[config.mk]
export PLATFORM = sky130hd
export DESIGN_NAME = pcft_ctrl
export DESIGN_NICKNAME = d
export VERILOG_FILES = /design/src/hdl/pcft_pkg.sv /design/src/hdl/pcft_ctrl.sv
export SDC_FILE = /design/constraint.sdc
export NUM_CORES = 1
export LEC_CHECK = 0
export ABC_AREA = 1
export BUFFER_PORTS_ARGS = -buffer_cell sky130_fd_sc_hd__clkbuf_2
export CAP_MARGIN = 10
export CORE_ASPECT_RATIO = 1.75
export CORE_MARGIN = 10
export CORE_UTILIZATION = 30
export CTS_CLUSTER_SIZE = 28
export DETAILED_ROUTE_END_ITERATION = 8
export RECOVER_POWER = 50
export SETUP_SLACK_MARGIN = 0.2
export SLEW_MARGIN = 25
export SYNTH_ARGS = -nofsm -noshare
export SYNTH_HDL_FRONTEND = slang
export SYNTH_SLANG_ARGS = --single-unit
[constraint.sdc]
create_clock -name clk -period 3.79 [get_ports clk]
set_input_delay 1.137 -clock clk [delete_from_list [all_inputs] [get_ports clk]]
set_output_delay 1.137 -clock clk [all_outputs]
set_load 0.03 [all_outputs]
[src/hdl/pcft_pkg.sv]
// Package for the pub/sub channel fan-out table.
// Holds the word types, command and role codes, controller states and the
// command/status structs between the controller and the datapath.
package pcft_pkg;

	localparam int MAX_CLIENTS_DEF  = 16;
	localparam int NUM_CHANNELS_DEF = 256;
	localparam int ADDR_W           = 48;
	localparam int CH_FIELD_W       = 8;

	typedef enum logic [2:0] {
		CMD_EXIT      = 3'd0,
		CMD_PUB       = 3'd1,
		CMD_SUB_ALL   = 3'd2,
		CMD_SUB_START = 3'd3,
		CMD_SUB_MORE  = 3'd4,
		CMD_MSG       = 3'd5,
		CMD_OTHER     = 3'd6
	} cmd_t;

	localparam logic [1:0] ROLE_PUB = 2'd1;
	localparam logic [1:0] ROLE_SUB = 2'd2;

	localparam logic STATUS_DELIVER = 1'b0;
	localparam logic STATUS_FULL    = 1'b1;

	typedef struct packed {
		logic [2:0]            command;
		logic [31:0]           sender_ip;
		logic [15:0]           sender_port;
		logic [CH_FIELD_W-1:0] channel;
		logic                  channel_present;
	} dgram_t;

	typedef struct packed {
		logic [31:0] dest_ip;
		logic [15:0] dest_port;
		logic        status;
		logic        last;
	} dest_t;

	typedef enum logic [3:0] {
		S_IDLE,
		S_SEARCH,
		S_DISPATCH,
		S_FULL,
		S_CNT,
		S_CAP,
		S_APP,
		S_SCAN,
		S_CHK,
		S_XEND,
		S_FINISH
	} state_t;

	typedef enum logic [2:0] {
		OP_ALL,
		OP_ONE,
		OP_DUP,
		OP_EXIT,
		OP_ROUTE
	} op_t;

	typedef struct packed {
		logic load_item;
		logic search_step;
		logic alloc;
		logic set_open;
		logic set_keep;
		logic clr_entry;
		logic ch_load;
		logic ch_clr;
		logic ch_inc;
		logic cnt_cap;
		logic i_inc;
		logic app_wr;
		logic x_copy;
		logic x_cnt_wr;
		logic route_take;
		logic flush;
		logic full_emit;
		logic finish;
	} dp_cmd_t;

	typedef struct packed {
		cmd_t cmd;
		logic found;
		logic free_found;
		logic role_pub;
		logic role_sub;
		logic present;
		logic ch_in_range;
		logic open_match;
		logic k_last;
		logic ch_last;
		logic ch_zero;
		logic i_eq_cnt;
		logic cnt_full;
		logic list_is_e;
		logic list_skip;
		logic pend_valid;
		logic out_ok;
	} dp_stat_t;

endpackage

[src/hdl/pcft_ctrl.sv]
// Controller state machine: sequences search, allocation, list walks and
// result emission through dp_cmd_t / dp_stat_t. Uses pcft_pkg.
module pcft_ctrl (
	input  logic               clk,
	input  logic               arst_n,
	input  logic               in_valid,
	output logic               in_ready,
	input  pcft_pkg::dp_stat_t stat,
	output pcft_pkg::dp_cmd_t  cmd
);
	import pcft_pkg::*;

	state_t state_q, state_d;
	op_t    op_q, op_d;

	always_ff @(posedge clk or negedge arst_n) begin
		if (!arst_n) begin
			state_q <= S_IDLE;
			op_q    <= OP_ALL;
		end else begin
			state_q <= state_d;
			op_q    <= op_d;
		end
	end

	always_comb begin
		state_d = state_q;
		op_d    = op_q;
		unique case (state_q)
			S_IDLE: begin
				if (in_valid) state_d = S_SEARCH;
			end
			S_SEARCH: begin
				if (stat.k_last) state_d = S_DISPATCH;
			end
			S_DISPATCH: begin
				state_d = S_FINISH;
				unique case (stat.cmd) inside
					CMD_EXIT: begin
						if (stat.found && stat.role_sub) begin
							op_d    = OP_EXIT;
							state_d = S_CNT;
						end
					end
					CMD_PUB, CMD_SUB_ALL, CMD_SUB_START: begin
						if (!stat.found) begin
							if (!stat.free_found) begin
								state_d = S_FULL;
							end else if (stat.cmd == CMD_SUB_ALL) begin
								op_d    = OP_ALL;
								state_d = S_CNT;
							end else if (stat.cmd == CMD_SUB_START && stat.present
								&& stat.ch_in_range) begin
								op_d    = OP_ONE;
								state_d = S_CNT;
							end
						end
					end
					CMD_SUB_MORE: begin
						if (stat.found && stat.open_match && stat.ch_in_range) begin
							op_d    = OP_DUP;
							state_d = S_CNT;
						end
					end
					CMD_MSG: begin
						if (stat.found && stat.role_pub && stat.ch_in_range) begin
							op_d    = OP_ROUTE;
							state_d = S_CNT;
						end
					end
					default: ;
				endcase
			end
			S_FULL: begin
				if (stat.out_ok) state_d = S_FINISH;
			end
			S_CNT: state_d = S_CAP;
			S_CAP: begin
				state_d = (op_q == OP_ALL || op_q == OP_ONE) ? S_APP : S_SCAN;
			end
			S_APP: begin
				state_d = (op_q == OP_ALL && !stat.ch_last) ? S_CNT : S_FINISH;
			end
			S_SCAN: begin
				if (stat.i_eq_cnt) begin
					case (op_q)
						OP_DUP:   state_d = S_APP;
						OP_EXIT:  state_d = S_XEND;
						OP_ROUTE: state_d = stat.ch_zero ? S_FINISH : S_CNT;
						default:  state_d = S_FINISH;
					endcase
				end else begin
					state_d = S_CHK;
				end
			end
			S_CHK: begin
				case (op_q)
					OP_DUP:   state_d = stat.list_is_e ? S_FINISH : S_SCAN;
					OP_EXIT:  state_d = S_SCAN;
					OP_ROUTE: begin
						if (stat.list_skip || !stat.pend_valid || stat.out_ok) state_d = S_SCAN;
					end
					default:  state_d = S_FINISH;
				endcase
			end
			S_XEND: state_d = stat.ch_last ? S_FINISH : S_CNT;
			S_FINISH: begin
				if (!stat.pend_valid || stat.out_ok) state_d = S_IDLE;
			end
			default: state_d = S_IDLE;
		endcase
	end

	always_comb begin
		cmd      = '0;
		in_ready = 1'b0;
		unique case (state_q)
			S_IDLE: begin
				in_ready      = 1'b1;
				cmd.load_item = in_valid;
			end
			S_SEARCH: cmd.search_step = 1'b1;
			S_DISPATCH: begin
				unique case (stat.cmd) inside
					CMD_EXIT: begin
						if (stat.found) begin
							if (stat.role_sub) cmd.ch_clr = 1'b1;
							else cmd.clr_entry = 1'b1;
						end
					end
					CMD_PUB, CMD_SUB_ALL, CMD_SUB_START: begin
						if (!stat.found && stat.free_found) begin
							cmd.alloc = 1'b1;
							if (stat.cmd == CMD_SUB_ALL) cmd.ch_clr = 1'b1;
							if (stat.cmd == CMD_SUB_START && stat.present) begin
								cmd.set_open = 1'b1;
								cmd.set_keep = 1'b1;
								cmd.ch_load  = stat.ch_in_range;
							end
						end
					end
					CMD_SUB_MORE: begin
						if (stat.found && stat.open_match) begin
							cmd.set_keep = 1'b1;
							cmd.ch_load  = stat.ch_in_range;
						end
					end
					CMD_MSG: begin
						cmd.ch_load = stat.found && stat.role_pub && stat.ch_in_range;
					end
					default: ;
				endcase
			end
			S_FULL: cmd.full_emit = stat.out_ok;
			S_CNT: ;
			S_CAP: cmd.cnt_cap = 1'b1;
			S_APP: begin
				cmd.app_wr = !stat.cnt_full;
				cmd.ch_inc = (op_q == OP_ALL) && !stat.ch_last;
			end
			S_SCAN: begin
				cmd.ch_clr = stat.i_eq_cnt && (op_q == OP_ROUTE) && !stat.ch_zero;
			end
			S_CHK: begin
				case (op_q)
					OP_DUP: cmd.i_inc = !stat.list_is_e;
					OP_EXIT: begin
						cmd.x_copy = !stat.list_is_e;
						cmd.i_inc  = 1'b1;
					end
					OP_ROUTE: begin
						if (stat.list_skip) begin
							cmd.i_inc = 1'b1;
						end else if (!stat.pend_valid || stat.out_ok) begin
							cmd.route_take = 1'b1;
							cmd.i_inc      = 1'b1;
						end
					end
					default: ;
				endcase
			end
			S_XEND: begin
				cmd.x_cnt_wr  = 1'b1;
				cmd.ch_inc    = !stat.ch_last;
				cmd.clr_entry = stat.ch_last;
			end
			S_FINISH: begin
				if (!stat.pend_valid || stat.out_ok) begin
					cmd.flush  = stat.pend_valid;
					cmd.finish = 1'b1;
				end
			end
			default: ;
		endcase
	end
endmodule

# ---- Word level (Yosys, flattened, before mapping)
# Index checks and enable logic that the tools add are counted.
dict set report word_totals {
  regBits 7
  wordCells 130
}
dict set report classes {
  n_eq_ne 30
  reduce_logical 28
  n_mux 70
}
# op n
set op_table {}
lappend op_table {{4-bit two-way mux} 17}
lappend op_table {{4-bit case mux with 11 select lines} 1}
lappend op_table {{1-bit two-way mux} 29}
lappend op_table {{3-bit two-way mux} 9}
lappend op_table {{4-bit case mux with 3 select lines} 2}
lappend op_table {{4-bit by 3-bit equality test with 1-bit output, second input constant} 4}
lappend op_table {{4-bit case mux with 4 select lines} 1}
lappend op_table {{2-bit != test, second input constant} 7}
lappend op_table {{3-bit by 2-bit equality test with 1-bit output, second input constant} 4}
lappend op_table {{4-bit equality test, second input constant} 3}
lappend op_table {{3-bit case mux with 4 select lines} 1}
lappend op_table {{1-bit logical AND} 11}
lappend op_table {{1-bit case mux with 2 select lines} 5}
lappend op_table {{3-bit equality test, second input constant} 3}
lappend op_table {{4-bit by 2-bit equality test with 1-bit output, second input constant} 2}
lappend op_table {{8-bit AND reduction} 1}
lappend op_table {{3-bit by 1-bit equality test with 1-bit output, second input constant} 2}
lappend op_table {{1-bit zero test} 6}
lappend op_table {{3-bit zero test} 2}
lappend op_table {{2-bit two-way mux} 3}
lappend op_table {{3-bit != test, second input constant} 2}
lappend op_table {{1-bit case mux with 3 select lines} 2}
lappend op_table {{5-bit AND reduction} 1}
lappend op_table {{4-bit by 1-bit equality test with 1-bit output, second input constant} 1}
lappend op_table {{other kinds (5)} 9}

# ---- Logic depth before layout (Yosys ltp)
dict set report logic_depth {
  ltp_word 9
  ltp_mapped 11
  mapped_depth_nobuf 11
}

# ---- Worst setup path after synthesis
# No wires, ideal clock.
dict set report synth_path {
  path_type {input to output}
  startpoint {input port stat[0] (netlist name)}
  endpoint {output port cmd[3] (netlist name)}
  path_slack_ns 0.348
  cell_stages 4
  arrival_time_ns 2.305
  path_cell_list {inv_1 nand2_1 inv_1 nor4_1}
}
# item line_no
set synth_lines {}
lappend synth_lines {{start: declaration} pcft_ctrl.sv:8} ;# input pcft_pkg::dp_stat_t stat,
lappend synth_lines {{end: declaration} pcft_ctrl.sv:9} ;# output pcft_pkg::dp_cmd_t cmd

==> out/results.tsv <==
metric	value	unit
RSZ-0062 raised after global routing	no	
most used cell, CP	nor2_1	
Clock Skews	0.002080	ns
Crit Path Category	in -> out	
Initial DRT Pass Iterations	4	
Post-Syn Nets	208	
Slowest-stage cell, CP	clkbuf_1	
die area	0.006336	mm²
antenna violations before repair	0	
Critical Path End Type	output pin	
final wirelength	3454	µm
root buffer selected by CTS	clkbuf_8	
nets	251	
first-pass GRT wire length	5837	µm
Final Cycle Share	90.42	%
maxcap violations	0	
area of the mapped netlist	0.001045	mm²
largest net degree at the start of global routing	10	
initial drt markers	22	
port bufs	40	
yosys warns	0	
All-Layer GR Usage	11.36	%
CP startpoint kind	input pin	
Worst VDD drop	0.2103	mV
share of cells above drive strength 1	27.63	%
CP arrival	2.29	ns
FF/Latch Area	175.2	µm²
distinct cell type count after synthesis	27	
critical-path cell list	clkbuf_1 -> inv_4 -> nor2_1 -> nand2_2 -> nor2_1 -> nor2_1 -> a21oi_1 -> clkbuf_2	
final antenna-violating net count	0	
clk_lat worst skew	0.23	ns
Final Wtd Congestion	0.8840	
Die Y	98.07	µm
ant diodes	0	
Hold Crit Class	reg -> reg	
cells after synthesis	186	
Tightest Pin Transition	0.3951	ns
Leakage Power	0.0007463	µW
via count	1293	
vias in the first global route	1371	
Final Util	38.73	%
cell row count	28	
placed cells	269	
Placeable Area	0.003363	mm²
clock sink count	7	
kind of cell adding the most delay to the critical path	buffers and inverters	
H-Tree Depth	1	
WP data required	2.65	ns
relative slew slack	73.66	%
Hold Violations, Final	0	
FMAX	291.8	MHz
syn avg cell area	5.617	µm²
Die X	64.61	µm
Bufs and invs on worst path	3	
Post-route DRC	0	
DR WL/cell	12.65	µm
endpoints failing setup	0	
Cell Area, Placed	0.001289	mm²
Setup TNS	0	ns
Area Growth Syn to Fin	24.67	%
# hold bufs at CTS	0	
hpwl dp	3130	µm
vias per inst	4.736	
CTS tree	built	
FILL cells	419	
Worst-path clk slew	0.04	ns
outcome	finished, final reports clean	
initial core utilization	31.06	%
CP peak stage delay	0.27	ns
Max Buffers Root-to-Sink	2	
Final Power	714.5	µW
I/O pin cnt	41	
min cycle time layout	3.427	ns
CP max FO	9	
Synth Register Bits	7	
Worst R2R Setup Slack	2.33	ns
Post-Layout Inst Area	0.001303	mm²
multi-input logic area	708.2	µm²
Resized cells post-CTS	0	
GR Overflow Total	0	
max-slew violations	0	
postcts setup bufs	0	
total CTS buffers	3	
sequential area share after synthesis	16.77	%
Pwr per Cell Area	548.6	mW/mm²
final cell count without fillers	273	
==> per-layer routing <==
layer	GRT usage (%)	vias to the layer above	wire, µm
met2	22.56	42	1975
met3	2.746	11	199
met5	0	-	0
li1	-	677	-
met4	7.285	0	151
met1	9.168	563	1127
==> synth_stat cells <==
cell	number	area (µm²)
o21ai_1	3	15.01
buf_4	1	7.510
nor2_4	5	56.30
a31oi_1	2	12.51
nor2_2	5	31.28
nor3_1	4	20.02
nand4_1	5	31.28
nor2_1	27	101.4
inv_4	1	6.260
nand3b_4	1	20.02
inv_2	5	18.77
o21ai_0	6	30.03
nand2_1	48	180.2
nand3b_1	2	15.01
a21oi_2	1	8.760
dfrtp_1	7	175.2
buf_2	1	5.000
a21boi_0	1	7.510
nand2_2	4	25.02
nand2_4	1	11.26
nor4_1	1	6.260
nand3_2	1	10.01
nand3_1	19	95.09
o21ai_2	2	17.52
nor3_2	1	10.01
inv_1	26	97.59
a21oi_1	6	30.03
==> cells in the final DEF, fill, tap and decap left out, types with 5 or more instances in the layout <==
cell type / netlist / routed
nor2_1: 27 / 29
inv_1: 26 / 26
nand4_1: 5 / 5
a21oi_1: 6 / 6
clkbuf_2: 0 / 36
dfrtp_1: 7 / 7
clkbuf_1: 0 / 5
nand2_1: 48 / 49
nand3_1: 19 / 19
o21ai_0: 6 / 6
inv_2: 5 / 5
==> stage by stage <==
step,hold WS (ns),worst slack (ns)
floorplan,0.5007,0.3475
global placement,0.5147,0.5083
detailed placement,0.5230,0.4753
CTS,0.5332,0.4669
global route,0.5728,0.2159
finish,0.5263,0.3631
==> state kept, by name, summed over array words and instances (netlist names) <==
signal and count:
op_q 3, state_q 4
==> power breakdown <==
| group | internal (µW) | switching (µW) |
|---|---|---|
| combinational | 141 | 324 |
| sequential | 107 | 35.2 |
| clock | 73.0 | 34.5 |
| total | 321 | 393 |
==> path summary, 6_finish.rpt <==
kind / startpoint / endpoint / depth (start not counted)
worst min register to register: op_q[0] / op_q[0] / 2
max in group asynchronous: arst_n / op_q[1] / 1
min in group asynchronous: arst_n / state_q[3] / 1
worst min-delay path: op_q[0] / op_q[0] / 2
worst max register to register: state_q[2] / op_q[0] / 6
worst max-delay path: stat[18] / cmd[11] / 8
==> layout make-up <==
type	count	area share (%)
tap	45	4.323
clock buffer	4	3.458
sequential	7	13.45
timing repair buffer	40	14.99
multi-input combinational	145	54.37
inverter	32	9.414
==> worst reg2reg max path: stages, from the launching register on <==
cell,delay (ns)
dfrtp_1,0.42
nor2_1,0.19
inv_2,0.09
nor2_4,0.20
nand2_1,0.24
nand2_1,0.14
o21ai_2,0.05
==> cells by family (layout without fill, tap and decap cells) <==
logic type,count (synthesis),after routing,share of synthesized area [%]
simple gates,124,124,58.68
buf+inv,34,76,12.93
compound gates,21,21,11.62
flops,7,7,16.77
(Power assumes the default switching activity.)
